[src/hw/rtl/hcbd_pkg.sv]
// ----------------------------------------------------------------------------
// hcbd_pkg
// types, codes and helpers of the chunked body decoder
// ----------------------------------------------------------------------------
package hcbd_pkg;

    localparam int unsigned SIZE_BITS_DEF = 32;
    localparam int unsigned DROP_BYTES    = 2;

    localparam logic [7:0] CH_CR    = 8'h0d;
    localparam logic [7:0] CH_LF    = 8'h0a;
    localparam logic [7:0] CH_SPACE = 8'h20;
    localparam logic [7:0] CH_TAB   = 8'h09;
    localparam logic [7:0] CH_VT    = 8'h0b;
    localparam logic [7:0] CH_FF    = 8'h0c;

    typedef enum logic [2:0] {
        PH_SIZE    = 3'd0,
        PH_BODY    = 3'd1,
        PH_DROP    = 3'd2,
        PH_TRAILER = 3'd3,
        PH_ERROR   = 3'd4
    } t_phase;

    typedef enum logic [1:0] {
        SCAN_LEAD   = 2'd0,
        SCAN_DIGITS = 2'd1,
        SCAN_REST   = 2'd2
    } t_scan;

    typedef enum logic [1:0] {
        KIND_BODY     = 2'd0,
        KIND_COMPLETE = 2'd1,
        KIND_ERROR    = 2'd2
    } t_kind;

    // bit 4 set when the byte is a hex digit, low nibble is its value
    function automatic logic [4:0] hex_decode(input logic [7:0] c);
        logic [4:0] res;
        res = 5'd0;
        if (c >= 8'h30 && c <= 8'h39) begin
            res = {1'b1, 4'(c - 8'h30)};
        end else if (c >= 8'h61 && c <= 8'h66) begin
            res = {1'b1, 4'(c - 8'h57)};
        end else if (c >= 8'h41 && c <= 8'h46) begin
            res = {1'b1, 4'(c - 8'h37)};
        end
        return res;
    endfunction

endpackage

[src/hw/rtl/http_chunked_body_decoder.sv]
// ----------------------------------------------------------------------------
// http_chunked_body_decoder
// byte-wide decoder for http/1.1 chunked transfer coding
// ----------------------------------------------------------------------------
// Takes the raw chunked stream one byte per input beat and gives one output
// beat per decoded body byte, one per finished message (kind complete) and
// one per byte from a format error on (kind error, sticky until reset).
// Size lines, chunk trailers and the crlf after each chunk make no output.
// Every input byte is handled at the accepting edge: the parser state and
// the size counter update there and any result lands in the output
// register, so the block takes one byte per clock as long as the output
// side keeps taking beats. s_axis_tready is high whenever the
// output register is empty or being drained in the same
// cycle. The size counter is SIZE_BITS wide; a size needing more bits is an
// error. Leading space, tab, vt and ff are skipped on a size line, cr is
// ignored in size and trailer lines, and the size ends at the first non-hex
// byte (a 0x prefix stops at the x and reads as size zero, a sign leaves no
// digit at all).
// ----------------------------------------------------------------------------
module http_chunked_body_decoder #(
    parameter int unsigned SIZE_BITS = hcbd_pkg::SIZE_BITS_DEF
) (
    input  logic       i_clk,
    input  logic       i_rst_n,
    // input stream
    input  logic       s_axis_tvalid,
    output logic       s_axis_tready,
    input  logic [7:0] s_axis_tdata,   // [7:0] data_byte
    // output stream
    output logic       m_axis_tvalid,
    input  logic       m_axis_tready,
    output logic [7:0] m_axis_tdata,   // [7:0] body_byte
    output logic [1:0] m_axis_tuser    // [1:0] kind
);
    import hcbd_pkg::*;

    // parser state
    t_phase               r_phase, n_phase;
    t_scan                r_scan, n_scan;
    logic [SIZE_BITS-1:0] r_count, n_count;
    logic                 r_digit_seen, n_digit_seen;
    logic                 r_line_nonempty, n_line_nonempty;

    // output register
    logic                 r_out_valid;
    t_kind                r_out_kind;
    logic [7:0]           r_out_byte;

    logic                 in_beat;
    logic [4:0]           hex;
    logic                 is_hex;
    logic                 is_space;
    logic                 oversize;
    logic [SIZE_BITS-1:0] drop_next;

    // result of the current byte
    logic                 emit;
    t_kind                emit_kind;
    logic [7:0]           emit_byte;

    // output register frees up when empty or when its beat goes out now
    assign s_axis_tready = !r_out_valid || m_axis_tready;
    assign in_beat       = s_axis_tvalid && s_axis_tready;

    assign hex      = hex_decode(s_axis_tdata);
    assign is_hex   = hex[4];
    assign is_space = (s_axis_tdata inside {CH_SPACE, CH_TAB, CH_VT, CH_FF});
    // another digit would push a set bit out of the top nibble
    assign oversize = (r_count[SIZE_BITS-1 -: 4] != 4'd0);
    assign drop_next = (r_count != '0) ? r_count - SIZE_BITS'(1) : '0;

    // next state
    always_comb begin
        n_phase         = r_phase;
        n_scan          = r_scan;
        n_count         = r_count;
        n_digit_seen    = r_digit_seen;
        n_line_nonempty = r_line_nonempty;
        if (in_beat) begin
            case (r_phase)
                PH_SIZE: begin
                    if (s_axis_tdata == CH_CR) begin
                        // ignored anywhere in the line
                    end else if (s_axis_tdata == CH_LF) begin
                        if (!r_digit_seen) begin
                            n_phase = PH_ERROR;
                        end else if (r_count == '0) begin
                            n_phase         = PH_TRAILER;
                            n_line_nonempty = 1'b0;
                        end else begin
                            n_phase = PH_BODY;
                        end
                    end else if (r_scan == SCAN_REST) begin
                        // chunk extension or junk after the size
                    end else if (!is_hex) begin
                        if (!(r_scan == SCAN_LEAD && is_space)) begin
                            n_scan = SCAN_REST;
                        end
                    end else begin
                        n_scan       = SCAN_DIGITS;
                        n_digit_seen = 1'b1;
                        if (oversize) begin
                            n_phase = PH_ERROR;
                        end else begin
                            n_count = {r_count[SIZE_BITS-5:0], hex[3:0]};
                        end
                    end
                end
                PH_BODY: begin
                    n_count = r_count - SIZE_BITS'(1);
                    if (r_count == SIZE_BITS'(1)) begin
                        n_phase = PH_DROP;
                        n_count = SIZE_BITS'(DROP_BYTES);
                    end
                end
                PH_DROP: begin
                    n_count = drop_next;
                    if (drop_next == '0) begin
                        n_phase         = PH_SIZE;
                        n_scan          = SCAN_LEAD;
                        n_digit_seen    = 1'b0;
                        n_line_nonempty = 1'b0;
                    end
                end
                PH_TRAILER: begin
                    if (s_axis_tdata == CH_CR) begin
                        // ignored
                    end else if (s_axis_tdata == CH_LF) begin
                        if (!r_line_nonempty) begin
                            // empty line closes the message, rearm
                            n_phase         = PH_SIZE;
                            n_count         = '0;
                            n_scan          = SCAN_LEAD;
                            n_digit_seen    = 1'b0;
                            n_line_nonempty = 1'b0;
                        end else begin
                            n_line_nonempty = 1'b0;
                        end
                    end else begin
                        n_line_nonempty = 1'b1;
                    end
                end
                default: begin
                    n_phase = PH_ERROR;
                end
            endcase
        end
    end

    // result of the current byte
    always_comb begin
        emit      = 1'b0;
        emit_kind = KIND_BODY;
        emit_byte = 8'd0;
        case (r_phase)
            PH_SIZE: begin
                if (s_axis_tdata == CH_LF) begin
                    if (!r_digit_seen) begin
                        emit      = 1'b1;
                        emit_kind = KIND_ERROR;
                    end
                end else if (s_axis_tdata != CH_CR && r_scan != SCAN_REST &&
                             is_hex && oversize) begin
                    emit      = 1'b1;
                    emit_kind = KIND_ERROR;
                end
            end
            PH_BODY: begin
                emit      = 1'b1;
                emit_kind = KIND_BODY;
                emit_byte = s_axis_tdata;
            end
            PH_DROP: begin
                emit = 1'b0;
            end
            PH_TRAILER: begin
                if (s_axis_tdata == CH_LF && !r_line_nonempty) begin
                    emit      = 1'b1;
                    emit_kind = KIND_COMPLETE;
                end
            end
            default: begin
                emit      = 1'b1;
                emit_kind = KIND_ERROR;
            end
        endcase
    end

    always_ff @(posedge i_clk) begin
        if (!i_rst_n) begin
            r_phase         <= PH_SIZE;
            r_scan          <= SCAN_LEAD;
            r_count         <= '0;
            r_digit_seen    <= 1'b0;
            r_line_nonempty <= 1'b0;
        end else begin
            r_phase         <= n_phase;
            r_scan          <= n_scan;
            r_count         <= n_count;
            r_digit_seen    <= n_digit_seen;
            r_line_nonempty <= n_line_nonempty;
        end
    end

    // output register: load on a byte with a result, clear once taken
    always_ff @(posedge i_clk) begin
        if (!i_rst_n) begin
            r_out_valid <= 1'b0;
        end else if (in_beat && emit) begin
            r_out_valid <= 1'b1;
        end else if (m_axis_tready) begin
            r_out_valid <= 1'b0;
        end
    end

    always_ff @(posedge i_clk) begin
        if (in_beat && emit) begin
            r_out_kind <= emit_kind;
            r_out_byte <= emit_byte;
        end
    end

    assign m_axis_tvalid = r_out_valid;
    assign m_axis_tdata  = r_out_byte;
    assign m_axis_tuser  = r_out_kind;

endmodule

[config.mk]
export PLATFORM = sky130hd
export DESIGN_NAME = http_chunked_body_decoder
export DESIGN_NICKNAME = d
export VERILOG_FILES = /design/src/hw/rtl/hcbd_pkg.sv /design/src/hw/rtl/http_chunked_body_decoder.sv
export SDC_FILE = /design/constraint.sdc
export NUM_CORES = 1
export LEC_CHECK = 0
export BUFFER_PORTS_ARGS = -buffer_cell sky130_fd_sc_hd__buf_4
export CAP_MARGIN = 20
export CORE_UTILIZATION = 55
export CTS_BUF_LIST = sky130_fd_sc_hd__clkbuf_8
export DETAILED_ROUTE_END_ITERATION = 6
export GPL_ROUTABILITY_DRIVEN = 0
export PLACE_DENSITY = 0.73
export SLEW_MARGIN = 15
export SYNTH_ARGS = -nofsm -noshare
export SYNTH_HDL_FRONTEND = slang
export SYNTH_SLANG_ARGS = --single-unit
[constraint.sdc]
create_clock -name i_clk -period 3.79 [get_ports i_clk]
set_clock_uncertainty 0.05 [all_clocks]
set_input_delay 0.379 -clock i_clk [delete_from_list [all_inputs] [get_ports i_clk]]
set_output_delay 0.379 -clock i_clk [all_outputs]
set_load 0.005 [all_outputs]
==> results by group <==
Logic synthesis
  – Ys async rst share: 0%
  – Synth top cells by count: nand2_1, nor2_1, dfxtp_1
  – Synth Instances: 463
  – Syn Nets: 483
  – FF+latch count, synth: 50
  – Post-synthesis area per instance: 7.72 um2
  – Most common cell in the synthesized netlist: nand2_1
  – YS warnings: 0
  – Primary flip-flop cell chosen by synthesis mapping: dfxtp_1
  – EDFF count, synth: 10
  – Seq/Total Area, Yosys: 30.8%
  – Largest area contributor in the netlist: dfxtp_1
  – Distinct cells, synth: 65
  – Cell Area, Synth: 0.00357 mm2
  – Synth area leaders: dfxtp_1, edfxtp_1, nand2_1, o21ai_0, nor2_1
  – Post-synth top area share: 22.4%

Finish
  – Net count, final: 486
  – ANT cells: 0
  – Area of the multi-input gates: 0.00228 mm2
  – Layout cells sized above 1: 12.2%
  – Total area of sequential cells: 0.00110 mm2
  – Layout area overhead: 7.53%
  – Final instance area: 0.00384 mm2
  – Total of fill cells in the finished design: 562
  – Non-filler cells, final: 542

Clocking
  – CTS tree: done
  – Clk Latency, worst-skew pair: 310 ps
  – Clock slew at reported path FFs: 100 ps
  – # resized after CTS: 0
  – Root buffer cell: clkbuf_8
  – Num CTS Buffers: 5
  – Sink Count: 50
  – Deepest clock path buffer count: 2
  – Post-CTS Hold Buffers: 0
  – H-tree depth: 2
  – Post CTS Setup Buffer Count: 0

Floorplan
  – Die height: 82.6 um
  – Core ar.: 0.00610 mm2
  – Row cnt: 28
  – Io pins: 24
  – Die width: 82.6 um
  – Initial Util: 58.6%
  – Die ar.: 0.00682 mm2

STA
  – RSZ-0062 raised after global routing: no
  – Final period util: 84.5%
  – Fmax: 312 MHz
  – Worst hold slack: 327 ps
  – Min Clock Period, post-route: 3200 ps
  – Final Hold Viols: 0
  – Slew Viols, Final: 0
  – TNS Setup: 0 ps
  – Worst slew pin tran: 786 ps
  – Final setup fails: 0
  – Relative slew margins: 47.5%

Detailed routing
  – WL final: 9.15 mm
  – Vias/cell: 6.52
  – Wire per inst: 16.9 um
  – DRC viols: 0
  – Pre-Repair DR Iteration Count: 5
  – Drt initial violations: 312
  – Total number of vias: 3,533
  – Post-DRT Antenna Nets: 0

Global routing
  – GRT Residual Overflow: 0
  – First-pass GRT wire length: 14.8 mm
  – Vias in the first global route: 3,070
  – Pin count of the biggest net entering global routing: 37
  – Initial antenna violation count: 0
  – GRT Util Overall: 28.1%

Power
  – P per Cell Area: 278 mW/mm2
  – VDD IR max: 158 uV
  – P_leak: 1.44 nW
  – Tot Pwr: 0.00107 W

Setup path
  – Setup crit start kind: flip-flop
  – WP data required: 3980 ps
  – Critical path class: flip-flop to flip-flop
  – Crit. End Element: flip-flop
  – Worst Path Max Fanout: 8
  – Reg2Reg Launch Point: r_count[0]
  – Worst Path Arrival: 3400 ps
  – Critical path origin: r_count[0]

Flow run
  – MaxCap Viol Count: 0

Placement
  – PortBufs: 23
  – Dpl cells: 533
  – Dpl hpwl: 6.29 mm
  – Post-DP Area: 0.00374 mm2

Outcome
  – Outcome: finished clean

Hold path
  – Hold Path Class: input port to flip-flop
  – Hold_sp: i_rst_n
-- kinds of logic (layout without fill, tap and decap cells) --
| kind of cell | Yosys count | count (layout) | synth area share (%) |
|---|---|---|---|
| AND/OR/NAND/NOR | 210 | 210 | 31.3 |
| AO/OA/AOI/OAI | 128 | 128 | 24.0 |
| flip-flops | 50 | 50 | 30.8 |
| buffers and inverters | 46 | 50 | 5.64 |
| XOR/XNOR | 15 | 15 | 3.68 |
| adder cells (fa/ha/maj) | 8 | 8 | 2.80 |
| multiplexers | 6 | 6 | 1.72 |
-- metrics by stage --
stage	setup slack (ps)	util, %
floorplan	1030	-
global placement	734	61.2
detailed placement	528	61.4
CTS	624	62.8
global route	417	63.0
finish	586	63.0
-- power breakdown --
| part | internal, W | switching (W) | total (W) | leakage (nW) |
|---|---|---|---|---|
| clock | 0.000126 | 0.000185 | 0.000311 | 0.0467 |
| combinational | 0.0000790 | 0.000121 | 0.000200 | 0.967 |
| sequential | 0.000546 | 0.00000888 | 0.000555 | 0.424 |
-- sequential cells by signal (all words and copies together) (netlist names) --
register / cells
m_axis_tdata: 8
m_axis_tvalid: 1
r_phase: 3
m_axis_tuser: 2
r_line_nonempty: 1
r_count: 32
r_scan: 2
r_digit_seen: 1
-- area by class of cell --
class / count / share of cell area (%)
clock inverters: 3 / 0.391
well taps: 75 / 2.44
multi-input cells: 367 / 59.3
clock buffers: 5 / 1.79
inverters: 11 / 1.07
flip-flops and latches: 50 / 28.7
repair buffers: 31 / 6.35
-- per-layer routing --
layer / global-route usage [%] / share of wire [%] / vias up / wire (um)
met5: 0 / 0 / - / 0
met2: 44.0 / 44 / 126 / 4020
met4: 7.76 / 1.0 / 0 / 95
met1: 40.9 / 50 / 1689 / 4570
li1: - / - / 1707 / -
met3: 2.64 / 5.1 / 11 / 467
-- layout by cell type (no fill, tap or decap), types with 3 or more instances in the layout --
| cell type | n |
|---|---|
| xor2_1 | 4 |
| nor2b_1 | 6 |
| a31o_2 | 3 |
| o22ai_1 | 3 |
| nor4b_1 | 4 |
| nand2_1 | 60 |
| a22oi_1 | 10 |
| or4_1 | 3 |
| nor4_4 | 4 |
| buf_4 | 29 |
| o21ai_0 | 37 |
| inv_1 | 12 |
| a21oi_1 | 29 |
| nor4_1 | 10 |
| ha_1 | 8 |
| nand3_1 | 12 |
| a32oi_1 | 3 |
| nor3_1 | 18 |
| nand2b_1 | 4 |
| o31ai_1 | 5 |
| o31a_1 | 3 |
| and2_1 | 5 |
| edfxtp_1 | 10 |
| mux2i_1 | 5 |
| xnor2_1 | 11 |
| and3_1 | 9 |
| nor2_1 | 48 |
| a211oi_1 | 3 |
| clkbuf_8 | 5 |
| dfxtp_1 | 40 |
| o41ai_1 | 4 |
| nand4_1 | 6 |
| or3_1 | 4 |
| nor3b_1 | 5 |
-- worst max-delay path, stage by stage, from the launching register on --
cell and delay [ps]:
dfxtp_1 470, inv_1 120, ha_1 270, nor3b_1 150
buf_4 170, and4_1 280, or3_1 330, a2111oi_0 450
nand4_1 210, a31oi_4 250, o21a_2 200, mux2i_1 180
-- final timing paths --
path / endpoint / slack [ps] / depth (start not counted)
worst max-delay path: r_scan[0] / 590 / 11
worst min-delay path: m_axis_tvalid / 330 / 2
worst max register to register: r_scan[0] / 590 / 11
worst min register to register: r_scan[1] / 430 / 2
(Power assumes the default switching activity.)
